[src/design/hsvrgb_pkg.sv]
// hsvrgb_pkg: widths, constants and sector codes for the hsv to rgb pixel unit
// no dependencies; used by the channel interfaces and the top level
package hsvrgb_pkg;

    localparam int HUE_W  = 22;
    localparam int CHAN_W = 8;

    // one full turn and one sector in 1/64 degree units
    localparam int HUE_TURN   = 23040;
    localparam int HUE_SECTOR = 3840;

    // whole turns added so any signed hue becomes non-negative
    localparam int HUE_BIAS = HUE_TURN * 92;

    // reciprocal constants for divide by 45 and divide by 15
    localparam int RECIP_45 = 1456;
    localparam int RECIP_15 = 4369;
    localparam int DIV_45   = 45;

    // hue sector: which channel holds max, mid and min
    typedef enum logic [2:0] {
        SEC_RED_GRN  = 3'd0,
        SEC_GRN_RED  = 3'd1,
        SEC_GRN_BLU  = 3'd2,
        SEC_BLU_GRN  = 3'd3,
        SEC_BLU_RED  = 3'd4,
        SEC_RED_BLU  = 3'd5
    } t_sector;

endpackage

[src/design/hsvrgb_if.sv]
// hsvrgb_if: valid/ready channel interfaces for hsva input and rgba output pixels
// depends on hsvrgb_pkg for field widths
interface hsvrgb_in_if;
    logic                                   valid;
    logic                                   ready;
    logic signed [hsvrgb_pkg::HUE_W-1:0]    hue;
    logic        [hsvrgb_pkg::CHAN_W-1:0]   saturation;
    logic        [hsvrgb_pkg::CHAN_W-1:0]   value;
    logic        [hsvrgb_pkg::CHAN_W-1:0]   alpha;

    modport source (output valid, hue, saturation, value, alpha, input ready);
    modport sink   (input valid, hue, saturation, value, alpha, output ready);
endinterface

interface hsvrgb_out_if;
    logic                                   valid;
    logic                                   ready;
    logic        [hsvrgb_pkg::CHAN_W-1:0]   red;
    logic        [hsvrgb_pkg::CHAN_W-1:0]   green;
    logic        [hsvrgb_pkg::CHAN_W-1:0]   blue;
    logic        [hsvrgb_pkg::CHAN_W-1:0]   alpha_out;

    modport source (output valid, red, green, blue, alpha_out, input ready);
    modport sink   (input valid, red, green, blue, alpha_out, output ready);
endinterface

[src/design/hsv_to_rgb_pixel_unit.sv]
// hsv_to_rgb_pixel_unit: six-stage pipeline; the output comes from the stage 6 registers.
// throughput one pixel per cycle while o_rgb.ready holds: every stage loads while its item moves on.
// each stage holds its item until the next stage frees, so stalls lose nothing.
// synchronous active-low reset clears the stage valid bits only; no other state.
// depends on hsvrgb_pkg and hsvrgb_if
module hsv_to_rgb_pixel_unit (
    input  logic         i_clk,
    input  logic         i_rst_n,
    hsvrgb_in_if.sink    i_hsv,
    hsvrgb_out_if.source o_rgb
);
    import hsvrgb_pkg::*;

    localparam int NSTG = 6;

    // stage valid bits and load enables
    logic [NSTG:1] r_vld;
    logic [NSTG:1] n_vld;
    logic [NSTG+1:1] en;

    // stage 1: biased hue split, divide-by-45 product, v*s
    logic [22:0] n1_hp;
    logic [23:0] r1_qprod;
    logic [13:0] r1_q;
    logic [8:0]  r1_lo;
    logic [15:0] r1_vs;
    logic [7:0]  r1_v, r1_a;

    // stage 2: reduced hue and chroma
    logic [7:0]  n2_q0;
    logic [13:0] n2_rem;
    logic [5:0]  n2_r45;
    logic [16:0] n2_csum;
    logic [14:0] r2_hu;
    logic [7:0]  r2_chroma, r2_v, r2_a;

    // stage 3: sector, weight, base
    logic [2:0]  n3_cnt;
    logic [14:0] n3_w;
    t_sector     r3_sector;
    logic [11:0] r3_weight;
    logic [7:0]  r3_chroma, r3_base, r3_v, r3_a;

    // stage 4: chroma*weight
    t_sector     r4_sector;
    logic [19:0] r4_cw;
    logic [7:0]  r4_base, r4_v, r4_a;

    // stage 5: divide by 3840 via reciprocal of 15
    logic [12:0] n5_x;
    t_sector     r5_sector;
    logic [24:0] r5_qm;
    logic [7:0]  r5_base, r5_v, r5_a;

    // stage 6: output register
    logic [7:0]  n6_mid;
    logic [7:0]  n6_r, n6_g, n6_b;
    logic [7:0]  r6_r, r6_g, r6_b, r6_a;

    // a stage loads when empty or when its item moves on
    always_comb begin
        en[NSTG+1] = o_rgb.ready;
        for (int k = NSTG; k >= 1; k--) begin
            en[k] = !r_vld[k] || en[k+1];
        end
        n_vld[1] = en[1] ? i_hsv.valid : r_vld[1];
        for (int k = 2; k <= NSTG; k++) begin
            if (en[k]) begin
                n_vld[k] = r_vld[k-1];
            end else begin
                n_vld[k] = r_vld[k];
            end
        end
    end

    assign i_hsv.ready = en[1];

    always_ff @(posedge i_clk) begin
        if (!i_rst_n) begin
            r_vld <= '0;
        end else begin
            r_vld <= n_vld;
        end
    end

    // stage 1 next values
    assign n1_hp = 23'({i_hsv.hue[HUE_W-1], i_hsv.hue}) + 23'(HUE_BIAS);

    // stage 2 next values: remainder of q by 45, one correction step
    always_comb begin
        n2_q0   = r1_qprod[23:16];
        n2_rem  = r1_q - 14'(n2_q0) * 14'(DIV_45);
        if (n2_rem >= 14'(DIV_45)) begin
            n2_r45 = 6'(n2_rem - 14'(DIV_45));
        end else begin
            n2_r45 = 6'(n2_rem);
        end
        n2_csum = 17'(r1_vs) + 17'(r1_vs[15:8]) + 17'd1;
    end

    // stage 3 next values: sector by threshold count, mirrored weight
    always_comb begin
        n3_cnt = 3'(r2_hu >= 15'(HUE_SECTOR))     + 3'(r2_hu >= 15'(2 * HUE_SECTOR))
               + 3'(r2_hu >= 15'(3 * HUE_SECTOR)) + 3'(r2_hu >= 15'(4 * HUE_SECTOR))
               + 3'(r2_hu >= 15'(5 * HUE_SECTOR));
        n3_w = r2_hu - 15'(n3_cnt) * 15'(HUE_SECTOR);
        if (n3_cnt[0]) begin
            n3_w = 15'(HUE_SECTOR) - n3_w;
        end
    end

    // stage 5 next value
    assign n5_x = 13'(r4_cw[19:8]) + 13'd1;

    // stage 6: mid level and channel select
    always_comb begin
        n6_mid = r5_base + r5_qm[23:16];
        case (r5_sector)
            SEC_RED_GRN: begin n6_r = r5_v;    n6_g = n6_mid;  n6_b = r5_base; end
            SEC_GRN_RED: begin n6_r = n6_mid;  n6_g = r5_v;    n6_b = r5_base; end
            SEC_GRN_BLU: begin n6_r = r5_base; n6_g = r5_v;    n6_b = n6_mid;  end
            SEC_BLU_GRN: begin n6_r = r5_base; n6_g = n6_mid;  n6_b = r5_v;    end
            SEC_BLU_RED: begin n6_r = n6_mid;  n6_g = r5_base; n6_b = r5_v;    end
            default:     begin n6_r = r5_v;    n6_g = r5_base; n6_b = n6_mid;  end
        endcase
    end

    // payload registers
    always_ff @(posedge i_clk) begin
        if (en[1]) begin
            r1_qprod <= 24'(n1_hp[22:9]) * 24'(RECIP_45);
            r1_q     <= n1_hp[22:9];
            r1_lo    <= n1_hp[8:0];
            r1_vs    <= 16'(i_hsv.value) * 16'(i_hsv.saturation);
            r1_v     <= i_hsv.value;
            r1_a     <= i_hsv.alpha;
        end
        if (en[2]) begin
            r2_hu     <= {n2_r45, r1_lo};
            r2_chroma <= n2_csum[15:8];
            r2_v      <= r1_v;
            r2_a      <= r1_a;
        end
        if (en[3]) begin
            r3_sector <= t_sector'(n3_cnt);
            r3_weight <= n3_w[11:0];
            r3_chroma <= r2_chroma;
            r3_base   <= r2_v - r2_chroma;
            r3_v      <= r2_v;
            r3_a      <= r2_a;
        end
        if (en[4]) begin
            r4_sector <= r3_sector;
            r4_cw     <= 20'(r3_chroma) * 20'(r3_weight);
            r4_base   <= r3_base;
            r4_v      <= r3_v;
            r4_a      <= r3_a;
        end
        if (en[5]) begin
            r5_sector <= r4_sector;
            r5_qm     <= 25'(n5_x) * 25'(RECIP_15);
            r5_base   <= r4_base;
            r5_v      <= r4_v;
            r5_a      <= r4_a;
        end
        if (en[6]) begin
            r6_r <= n6_r;
            r6_g <= n6_g;
            r6_b <= n6_b;
            r6_a <= r5_a;
        end
    end

    assign o_rgb.valid     = r_vld[NSTG];
    assign o_rgb.red       = r6_r;
    assign o_rgb.green     = r6_g;
    assign o_rgb.blue      = r6_b;
    assign o_rgb.alpha_out = r6_a;

    // reduced hue stays within one turn
    a_hue_range: assert property (@(posedge i_clk) disable iff (!i_rst_n)
        r_vld[2] |-> (r2_hu < 15'(HUE_TURN)))
        else $error("reduced hue out of range");

    // mirrored weight never exceeds one sector
    a_weight_range: assert property (@(posedge i_clk) disable iff (!i_rst_n)
        r_vld[3] |-> (r3_weight <= 12'(HUE_SECTOR)))
        else $error("sector weight out of range");

    // chroma never exceeds value, so base is not wrapped
    a_base_le_v: assert property (@(posedge i_clk) disable iff (!i_rst_n)
        r_vld[3] |-> (r3_base <= r3_v))
        else $error("base above value");

    // an empty output stage means the pipeline takes input
    a_ready_when_empty: assert property (@(posedge i_clk) disable iff (!i_rst_n)
        !r_vld[NSTG] |-> i_hsv.ready)
        else $error("input stalled with empty output stage");

endmodule
[src/flat_wrapper.sv]
// flat-port wrapper written by rule: the top's interface ports become plain ports
module hsv_to_rgb_pixel_unit_flat import hsvrgb_pkg::*;
  (i_clk, i_rst_n, i_hsv_valid, i_hsv_hue, i_hsv_saturation, i_hsv_value, i_hsv_alpha, i_hsv_ready, o_rgb_valid, o_rgb_red, o_rgb_green, o_rgb_blue, o_rgb_alpha_out, o_rgb_ready);
  hsvrgb_in_if i_hsv_i ();
  hsvrgb_out_if o_rgb_i ();
  input  logic i_clk;
  input  logic i_rst_n;
  input wire logic [$bits(i_hsv_i.valid)-1:0] i_hsv_valid;
  input wire logic [$bits(i_hsv_i.hue)-1:0] i_hsv_hue;
  input wire logic [$bits(i_hsv_i.saturation)-1:0] i_hsv_saturation;
  input wire logic [$bits(i_hsv_i.value)-1:0] i_hsv_value;
  input wire logic [$bits(i_hsv_i.alpha)-1:0] i_hsv_alpha;
  output wire logic [$bits(i_hsv_i.ready)-1:0] i_hsv_ready;
  output wire logic [$bits(o_rgb_i.valid)-1:0] o_rgb_valid;
  output wire logic [$bits(o_rgb_i.red)-1:0] o_rgb_red;
  output wire logic [$bits(o_rgb_i.green)-1:0] o_rgb_green;
  output wire logic [$bits(o_rgb_i.blue)-1:0] o_rgb_blue;
  output wire logic [$bits(o_rgb_i.alpha_out)-1:0] o_rgb_alpha_out;
  input wire logic [$bits(o_rgb_i.ready)-1:0] o_rgb_ready;
  assign i_hsv_i.valid = i_hsv_valid;
  assign i_hsv_i.hue = i_hsv_hue;
  assign i_hsv_i.saturation = i_hsv_saturation;
  assign i_hsv_i.value = i_hsv_value;
  assign i_hsv_i.alpha = i_hsv_alpha;
  assign i_hsv_ready = i_hsv_i.ready;
  assign o_rgb_valid = o_rgb_i.valid;
  assign o_rgb_red = o_rgb_i.red;
  assign o_rgb_green = o_rgb_i.green;
  assign o_rgb_blue = o_rgb_i.blue;
  assign o_rgb_alpha_out = o_rgb_i.alpha_out;
  assign o_rgb_i.ready = o_rgb_ready;
  hsv_to_rgb_pixel_unit u_core (.i_clk(i_clk), .i_rst_n(i_rst_n), .i_hsv(i_hsv_i), .o_rgb(o_rgb_i));
endmodule
[config.mk]
export PLATFORM = sky130hd
export DESIGN_NAME = hsv_to_rgb_pixel_unit_flat
export DESIGN_NICKNAME = d
export VERILOG_FILES = /design/src/design/hsvrgb_pkg.sv /design/src/design/hsvrgb_if.sv /design/src/design/hsv_to_rgb_pixel_unit.sv /design/src/flat_wrapper.sv
export SDC_FILE = /design/constraint.sdc
export NUM_CORES = 1
export LEC_CHECK = 0
export BUFFER_PORTS_ARGS = -buffer_cell sky130_fd_sc_hd__clkbuf_2
export CAP_MARGIN = 20
export CORE_ASPECT_RATIO = 0.8
export CORE_MARGIN = 1.5
export CORE_UTILIZATION = 50
export DETAILED_ROUTE_END_ITERATION = 12
export HOLD_SLACK_MARGIN = 0.15
export PLACE_DENSITY = 0.76
export SLEW_MARGIN = 20
export SYNTH_ARGS = -nofsm -noshare
export SYNTH_HDL_FRONTEND = slang
export SYNTH_SLANG_ARGS = --single-unit
[constraint.sdc]
create_clock -name i_clk -period 10.6 [get_ports i_clk]
set_input_delay 1.59 -clock i_clk [delete_from_list [all_inputs] [get_ports i_clk]]
set_output_delay 1.59 -clock i_clk [all_outputs]
set_load 0.01 [all_outputs]
# Word level (Yosys, flattened, before mapping)
# Index checks and enable logic that the tools add are counted.
[word_totals]
regBits = 297
inputBits = 50
word_cells = 90
[classes]
n_addsub = 14
mul = 6
order_cmp = 6
n_eq_ne = 4
mux = 5
reduce_logical = 19
[op_table]
columns = ["op", "n"]
rows = [
  ["one-hot mux 8 bit (2 select lines)", 3],
  ["greater-or-equal comparator 15 x 14 -> 1 bit (second input constant)", 2],
  ["multiplier 13 x 13 -> 24 bit (second input constant)", 1],
  ["adder 23 x 22 -> 23 bit (second input constant)", 1],
  ["multiplier 14 x 7 -> 20 bit (second input constant)", 1],
  ["multiplier 8 x 12 -> 20 bit", 1],
  ["adder 16 x 1 -> 16 bit (second input constant)", 1],
  ["adder 16 x 8 -> 16 bit", 1],
  ["multiplier 8 x 8 -> 16 bit", 1],
  ["greater-or-equal comparator 15 x 12 -> 1 bit (second input constant)", 1],
  ["greater-or-equal comparator 15 x 13 -> 1 bit (second input constant)", 1],
  ["greater-or-equal comparator 15 bit (second input constant)", 1],
  ["greater-or-equal comparator 14 x 6 -> 1 bit (second input constant)", 1],
  ["multiplier 8 x 6 -> 14 bit (second input constant)", 1],
  ["subtractor 14 bit", 1],
  ["adder 12 x 1 -> 13 bit (second input constant)", 1],
  ["two-way mux 12 bit", 1],
  ["OR reduction 2 bit", 6],
  ["subtractor 12 bit", 1],
  ["subtractor 12 bit (first input constant)", 1],
  ["adder 3 x 1 -> 3 bit", 3],
  ["adder 8 bit", 1],
  ["subtractor 8 bit", 1],
  ["equality test 3 x 2 -> 1 bit (second input constant)", 2],
  ["other kinds (9)", 19],
]

# Longest topological paths before layout
# Gate-level depths: netlist of run 1.
[depth]
depth_word = 9
ltp_mapped = 21

# Least setup slack after synthesis of run 1
# No wires, ideal clock.
[synth_timing]
path_kind = "input port to flip-flop"
startpoint = "input port i_hsv_hue[11]"
endpoint = "register u_core.r1_qprod[22], data pin"
setup_time_ns = 0.262
t_arrival_ns = 6.065
slack_ns = 4.273
stages = 21
n_path_buf = 0
cell_sequence = "inv_1 > ha_1 > inv_1 > a21oi_1 > nor2_1 > xor2_1 > ha_1 > fa_1 > fa_1 > inv_1 > fa_1 > inv_1 > ha_1 > a21oi_1 > nand2_1 > a221o_1 > a31oi_1 > o221ai_1 > a41oi_1 > a21oi_1 > xor2_1"
[synth_via]
elab_chain_len = 2
[synth_lines]
columns = ["element", "line_no", "rtl"]
rows = [
  ["start, declared", "flat_wrapper.sv:9", "input wire logic [$bits(i_hsv_i.hue)-1:0] i_hsv_hue;"],
  ["adder 23 x 22 -> 23 bit", "hsv_to_rgb_pixel_unit.sv:87", "assign n1_hp = 23'({i_hsv.hue[HUE_W-1], i_hsv.hue}) + 23'(HUE_BIAS);"],
  ["named net u_core.n1_hp[17]", "hsv_to_rgb_pixel_unit.sv:22", "logic [22:0] n1_hp;"],
  ["multiplier 14 x 7 -> 20 bit", "hsv_to_rgb_pixel_unit.sv:131", "r1_qprod <= 24'(n1_hp[22:9]) * 24'(RECIP_45);"],
  ["end signal, assigned", "hsv_to_rgb_pixel_unit.sv:131", ""],
  ["end, declared", "hsv_to_rgb_pixel_unit.sv:23", "logic [23:0] r1_qprod;"],
]
# The timed path passes the listed nets, and every way through them passes these cells.
# A chain may end at the register's enable or synchronous reset.

# Worst setup path after layout of run 1
# Ends and elaborated chain as after synthesis.

==> results of run 1 <==
[flip-flops by register name, indices dropped and copies added, names as in the netlist, 9 cells and up]
name	cells
u_core.r1_lo	9
u_core.r1_q	14
u_core.r1_vs	16
u_core.r2_hu	15
u_core.r3_weight	12
u_core.r4_cw	12
[metal layers]
metal  up-vias  part of all wire  GRT usage
li1       5923                 -          -
met1      5691              0.47      0.243
met2       271              0.46      0.296
met3        41             0.047     0.0296
met4         0             0.016     0.0395
met5         -                 0          0
[Yosys cell counts (2+ instances only)]
cell / number
o21a_1: 16
a211oi_1: 4
nor2_1: 47
a21oi_1: 58
dfxtp_1: 6
nand4_1: 8
a21o_1: 17
a22oi_1: 8
fa_1: 151
o21ai_1: 20
or3_1: 3
a211o_1: 4
o22ai_1: 7
or2_2: 3
a31oi_1: 8
a221o_1: 2
o21bai_1: 11
nand2b_1: 12
inv_1: 292
nor3_1: 12
edfxtp_1: 255
a21boi_1: 4
a222oi_1: 6
mux2i_1: 5
nor2b_1: 17
xor2_1: 36
o41ai_1: 3
clkbuf_1: 21
nand3_1: 24
o211ai_1: 6
nand2_1: 122
o21ai_0: 28
or2_1: 3
a2111oi_0: 4
and4_1: 5
o31ai_1: 6
and3_1: 9
ha_1: 240
xnor2_1: 89
nor4_1: 3
a41oi_1: 4
and2_1: 94
[cells by family (layout without fill, tap and decap cells)]
kind of cell / after synthesis / in the layout / share of synthesized area
flops: 261 / 261 / 0.399
compound gates: 225 / 225 / 0.0747
xor+xnor: 125 / 125 / 0.0562
fa+ha+maj: 391 / 391 / 0.309
simple gates: 368 / 368 / 0.0953
buf+inv: 315 / 433 / 0.0611
mux: 7 / 7 / 0.00392
[worst max-delay path, stage by stage]
cell and delay [ps]:
clkbuf_2 90, inv_1 150, ha_1 210, inv_1 50, a21oi_1 210, nor2_1 120, xor2_1 300, ha_1 330
fa_1 510, fa_1 510, inv_1 50, fa_1 490, inv_1 40, ha_1 310, a21oi_1 130, nand2_1 60
a221o_1 340, a31oi_1 260, o221ai_1 230, a41oi_1 340, a21oi_1 130, xor2_1 160
[path summary, 6_finish.rpt]
path	from	to	slack, ps
worst max-delay path	i_hsv_hue[11]	u_core.r1_qprod[22]	4300
worst min-delay path	u_core.r1_a[5]	u_core.r2_a[5]	410
worst max register to register	u_core.r1_qprod[16]	u_core.r2_hu[10]	5390
worst min register to register	u_core.r1_a[5]	u_core.r2_a[5]	410
[area by class of cell]
class / count / area share
Multi-Input combinational cell: 1116 / 0.491
Inverter: 293 / 0.0514
Sequential cell: 261 / 0.363
Timing Repair Buffer: 88 / 0.0212
Clock buffer: 33 / 0.0336
Clock inverter: 19 / 0.0105
Tap cell: 495 / 0.0289
[per-stage QoR]
step	instances	setup WS (ps)
2_1_floorplan	1692	4270
3_3_place_gp	2253	3830
3_5_place_dp	2253	3740
4_1_cts	2305	4300
5_1_grt	2305	3830
6_report	2305	4300
==> reports/results.tsv, run 1 <==
stage	metric	value	unit
cells_and_area	mostFrequentLayoutCells	inv_1, edfxtp_1, ha_1	
sta	timing.fmax	159	MHz
detailed_routing	drt_pass1_iterations	5	
floorplanning	pin_count	84	
clock_network	cts-buffers-inserted	28	
sta	finalHoldViolCount	0	
critical_path	crit_fanout	5	
global_route	antenna_found_initial	0	
sta	slew_headroom	0.270	
detailed_routing	initialDrtViolationCount	784	
clock_network	hold_buffers	0	
synthesis	synth_top_cell_area_share	0.393	
hold_path	hold_depth	0	
sta	slew_violations	0	
detailed_routing	avgViaCountPerCell	5.17	
cells_and_area	final_area	21400	µm²
sta	fin_crit_sh	0.594	
cells_and_area	regArea	7780	µm²
sta	setup_tns	0	ps
critical_path	worst_ep_required_time	10900	ps
detailed_routing	drc_errors	0	
critical_path	critPathLaunchType	primary input	
synthesis	synth-seq-cells	261	
cells_and_area	num-fill-cells	3205	
synthesis	syn-cell-area	19500	µm²
clock_network	tritoncts	built	
global_route	grt_pass1_vias	12610	
sta	tightest_slew	1090	ps
detailed_routing	vias	11926	
global_route	overflow	0	
synthesis	synth_top_area_cell	edfxtp_1	
synthesis	ys.warnings.count	0	
sta	setup_violations	0	
flow_run	cap_viol_max_count	0	
synthesis	async_reset_ff_frac	0	
clock_network	post_cts_resized	0	
placed_design	postPlaceCellArea	20500	µm²
sta	finalHoldWorstSlack	414	ps
synthesis	synth.avg_cell_area	11.5	µm²
cells_and_area	final_common_cell	inv_1	
critical_path	r2r_cells	13	
detailed_routing	final_antenna_net_count	0	
global_route	grt_max_degree	66	
hold_path	hold_path.class	flip-flop to flip-flop	
clock_network	cts.sink_count	261	
global_route	grt_pass1_wl	59200	µm
detailed_routing	wl	34700	µm
global_route	grtUsageTotal	0.177	
synthesis	yosysSeqAreaShare	0.399	
sta	rsz0062_at_grt	false	
clock_network	clk_latency	570	ps
floorplanning	die_h	180	µm
clock_network	cts_setup_buffers	0	
detailed_routing	post_drt_wl_per_cell	15.0	µm
clock_network	root_buffer	clkbuf_16	
cells_and_area	multi_input_area	10500	µm²
synthesis	synth_edf_count	255	
floorplanning	dieArea	40100	µm²
synthesis	yosysUniqueCellTypes	61	
synthesis	syn_nets	2133	
cells_and_area	finish.utilization	0.559	
synthesis	syn-instance-count	1692	
cells_and_area	drive_gt1_frac	0.0796	
synthesis	yosys-top-cells-area	edfxtp_1, fa_1, ha_1	
critical_path	endpoint_kind	flip-flop	
cells_and_area	layout.nets	2229	
floorplanning	core	38300	µm²
floorplanning	rows	64	
cells_and_area	syn_to_final_growth	9.95	%
synthesis	synth-main-ff-cell	edfxtp_1	
placed_design	port_buffers	83	
placed_design	dp.final_hpwl	27800	µm
critical_path	critPathKind	primary input to flip-flop	
clock_network	cts_buffer_depth	3	
cells_and_area	insertedDiodeCount	0	
placed_design	gp_congestion	0.865	
status	status	complete, no violations	
critical_path	arrival	6600	ps
sta	finClkSkew	22.0	ps
floorplanning	die_x	224	µm
sta	finalCriticalPeriod	6300	ps
clock_network	clk_pin_slew	60	ps
clock_network	cts_htree_levels	1	
floorplanning	initial_core_util	0.509	
Power of run 1 is not shown: default switching activity piles up to over one toggle a cycle in this logic, so the estimate is an artifact.
==> run 2: changes to the inputs <==
PLACE_DENSITY = 0.78   (was 0.76)
clock period = 5.7 ns   (was 10.6 ns; I/O delays follow)
==> run 2 against run 1 <==
Against the previous run: die area stayed put; critical endpoint unchanged; highest routed layer unchanged; final cell count is 1.0% higher; first-iteration DRC count is 11% higher; clock skew is 11 ps lower.
==> reports/results.tsv, run 2 (same netlist as run 1, synthesis figures left out) <==
stage	metric	value	unit	change
clock_network	post_cts_resized	0		unchanged
critical_path	endpoint_kind	flip-flop		
global_route	grt_max_degree	66		unchanged
critical_path	worstPathCellList	clkbuf_2 > inv_1 > ha_1 > inv_1 > a21oi_1 > nor2_1 > xor2_1 > ha_1 > fa_1 > fa_1 > inv_1 > fa_1 > inv_1 > ha_1 > a21oi_1 > nand2_1 > a221o_1 > a31oi_1 > o221ai_1 > a41oi_1 > a21oi_1 > xor2_1		
global_route	overflow	0		unchanged
cells_and_area	insertedDiodeCount	0		unchanged
status	status	complete, no violations		
cells_and_area	regMostFlops	u_core.r1_vs		
cells_and_area	drive_gt1_frac	0.0938		+0.0142
clock_network	cts_buffer_depth	3		unchanged
floorplanning	dieArea	40100	µm²	unchanged
sta	setup_violations	0		unchanged
global_route	grt_pass1_vias	12643		+0.26%
sta	fin_crit_sh	0.918		
sta	tightest_slew	1120	ps	+28.3 ps
placed_design	dp_slack	-115	ps	-3850 ps
clock_network	tritoncts	built		
global_route	antenna_found_initial	0		unchanged
detailed_routing	drc_errors	0		unchanged
critical_path	critPathKind	primary input to flip-flop		
critical_path	crit_fanout	3		-2
detailed_routing	post_drt_wl_per_cell	14.9	µm	-1.0%
global_route	grtUsageTotal	0.179		+0.00174
clock_network	cts-buffers-inserted	29		+3.6%
sta	finalCriticalPeriod	5230	ps	
floorplanning	core	38300	µm²	unchanged
detailed_routing	avgViaCountPerCell	5.17		-0.13%
clock_network	cts.sink_count	261		unchanged
critical_path	crit_slowest_cell	fa_1		
clock_network	root_buffer	clkbuf_16		
hold_path	hold_path.class	flip-flop to flip-flop		
sta	rsz0062_at_grt	false		
clock_network	hold_buffers	0		unchanged
sta	timing.final.ws_setup	466	ps	-3830 ps
cells_and_area	num-fill-cells	3140		-2.0%
sta	slew_violations	0		unchanged
flow_run	cap_viol_max_count	0		unchanged
placed_design	port_buffers	83		unchanged
floorplanning	die_x	224	µm	unchanged
critical_path	rrSetupSlack	510	ps	-4880 ps
global_route	grt_pass1_wl	59800	µm	+0.94%
floorplanning	rows	64		unchanged
clock_network	cts_setup_buffers	0		unchanged
clock_network	cts_htree_levels	1		unchanged
sta	timing.fmax	191	MHz	
placed_design	gp_congestion	0.876		+1.3%
detailed_routing	final_antenna_net_count	0		unchanged
clock_network	clk_latency	560	ps	about the same
cells_and_area	syn_to_final_growth	11.5	%	
critical_path	path_buf_inv	5		unchanged
detailed_routing	wl	34700	µm	about the same
critical_path	worst_ep_required_time	6000	ps	-4900 ps
cells_and_area	layout.nets	2252		+1.0%
cells_and_area	largest_reg_flops	16		unchanged
floorplanning	pin_count	84		unchanged
critical_path	cp_top_family	adder cells		
clock_network	clk_pin_slew	60	ps	about the same
sta	setup_tns	0	ps	unchanged
sta	finalHoldViolCount	0		unchanged
detailed_routing	initialDrtViolationCount	868		+11%
sta	finClkSkew	11.4	ps	-10.6 ps
critical_path	crit_top_cell	inv_1		
cells_and_area	final_common_cell	inv_1		
cells_and_area	largestRegisters	u_core.r1_vs x16, u_core.r2_hu x15, u_core.r1_q x14		
sta	finalHoldWorstSlack	409	ps	-5.11 ps
detailed_routing	vias	12035		+0.91%
critical_path	arrival	5540	ps	-1060 ps
detailed_routing	drt_pass1_iterations	7		+2
critical_path	critPathLaunchType	primary input		
placed_design	dp.final_hpwl	28000	µm	+0.82%
sta	slew_headroom	0.253		-0.0164
floorplanning	initial_core_util	0.509		unchanged
floorplanning	die_h	180	µm	unchanged
cells_and_area	mostFrequentLayoutCells	inv_1, edfxtp_1, ha_1		
critical_path	slowest_delay	520	ps	about the same
run 2: final timing paths:
check | end | start | depth (start not counted)
max | u_core.r1_qprod[22] | i_hsv_hue[11] | 22
min | u_core.r4_v[5] | u_core.r3_v[5] | 0
max reg2reg | u_core.r4_cw[17] | u_core.r3_weight[1] | 16
min reg2reg | u_core.r4_v[5] | u_core.r3_v[5] | 0
run 2: layer usage:
metal	GRT usage	share of wire	up-vias
met4	0.0384	0.016	0
met5	0	0	-
met1	0.249	0.48	5780
met3	0.0224	0.042	44
met2	0.302	0.46	241
li1	-	-	5970
run 2: layout make-up:
type / instances / area, µm² / share of cell area
clock buffers: 36 / 792 / 0.0365
flip-flops and latches: 261 / 7780 / 0.358
repair buffers: 110 / 618 / 0.0285
well taps: 495 / 619 / 0.0285
clock inverters: 18 / 277 / 0.0127
inverters: 293 / 1100 / 0.0507
multi-input cells: 1116 / 10500 / 0.485
run 2: stage by stage:
step | cell area, µm² | utilization | instances
final | 21700 | 0.567 | 2329
after global routing | 21700 | 0.567 | 2329
after CTS | 21700 | 0.567 | 2329
after detailed placement | 20600 | 0.539 | 2275
after global placement | 20600 | 0.539 | 2275
after floorplan | 19500 | - | 1692
Power of run 2 is left out for the same reason.
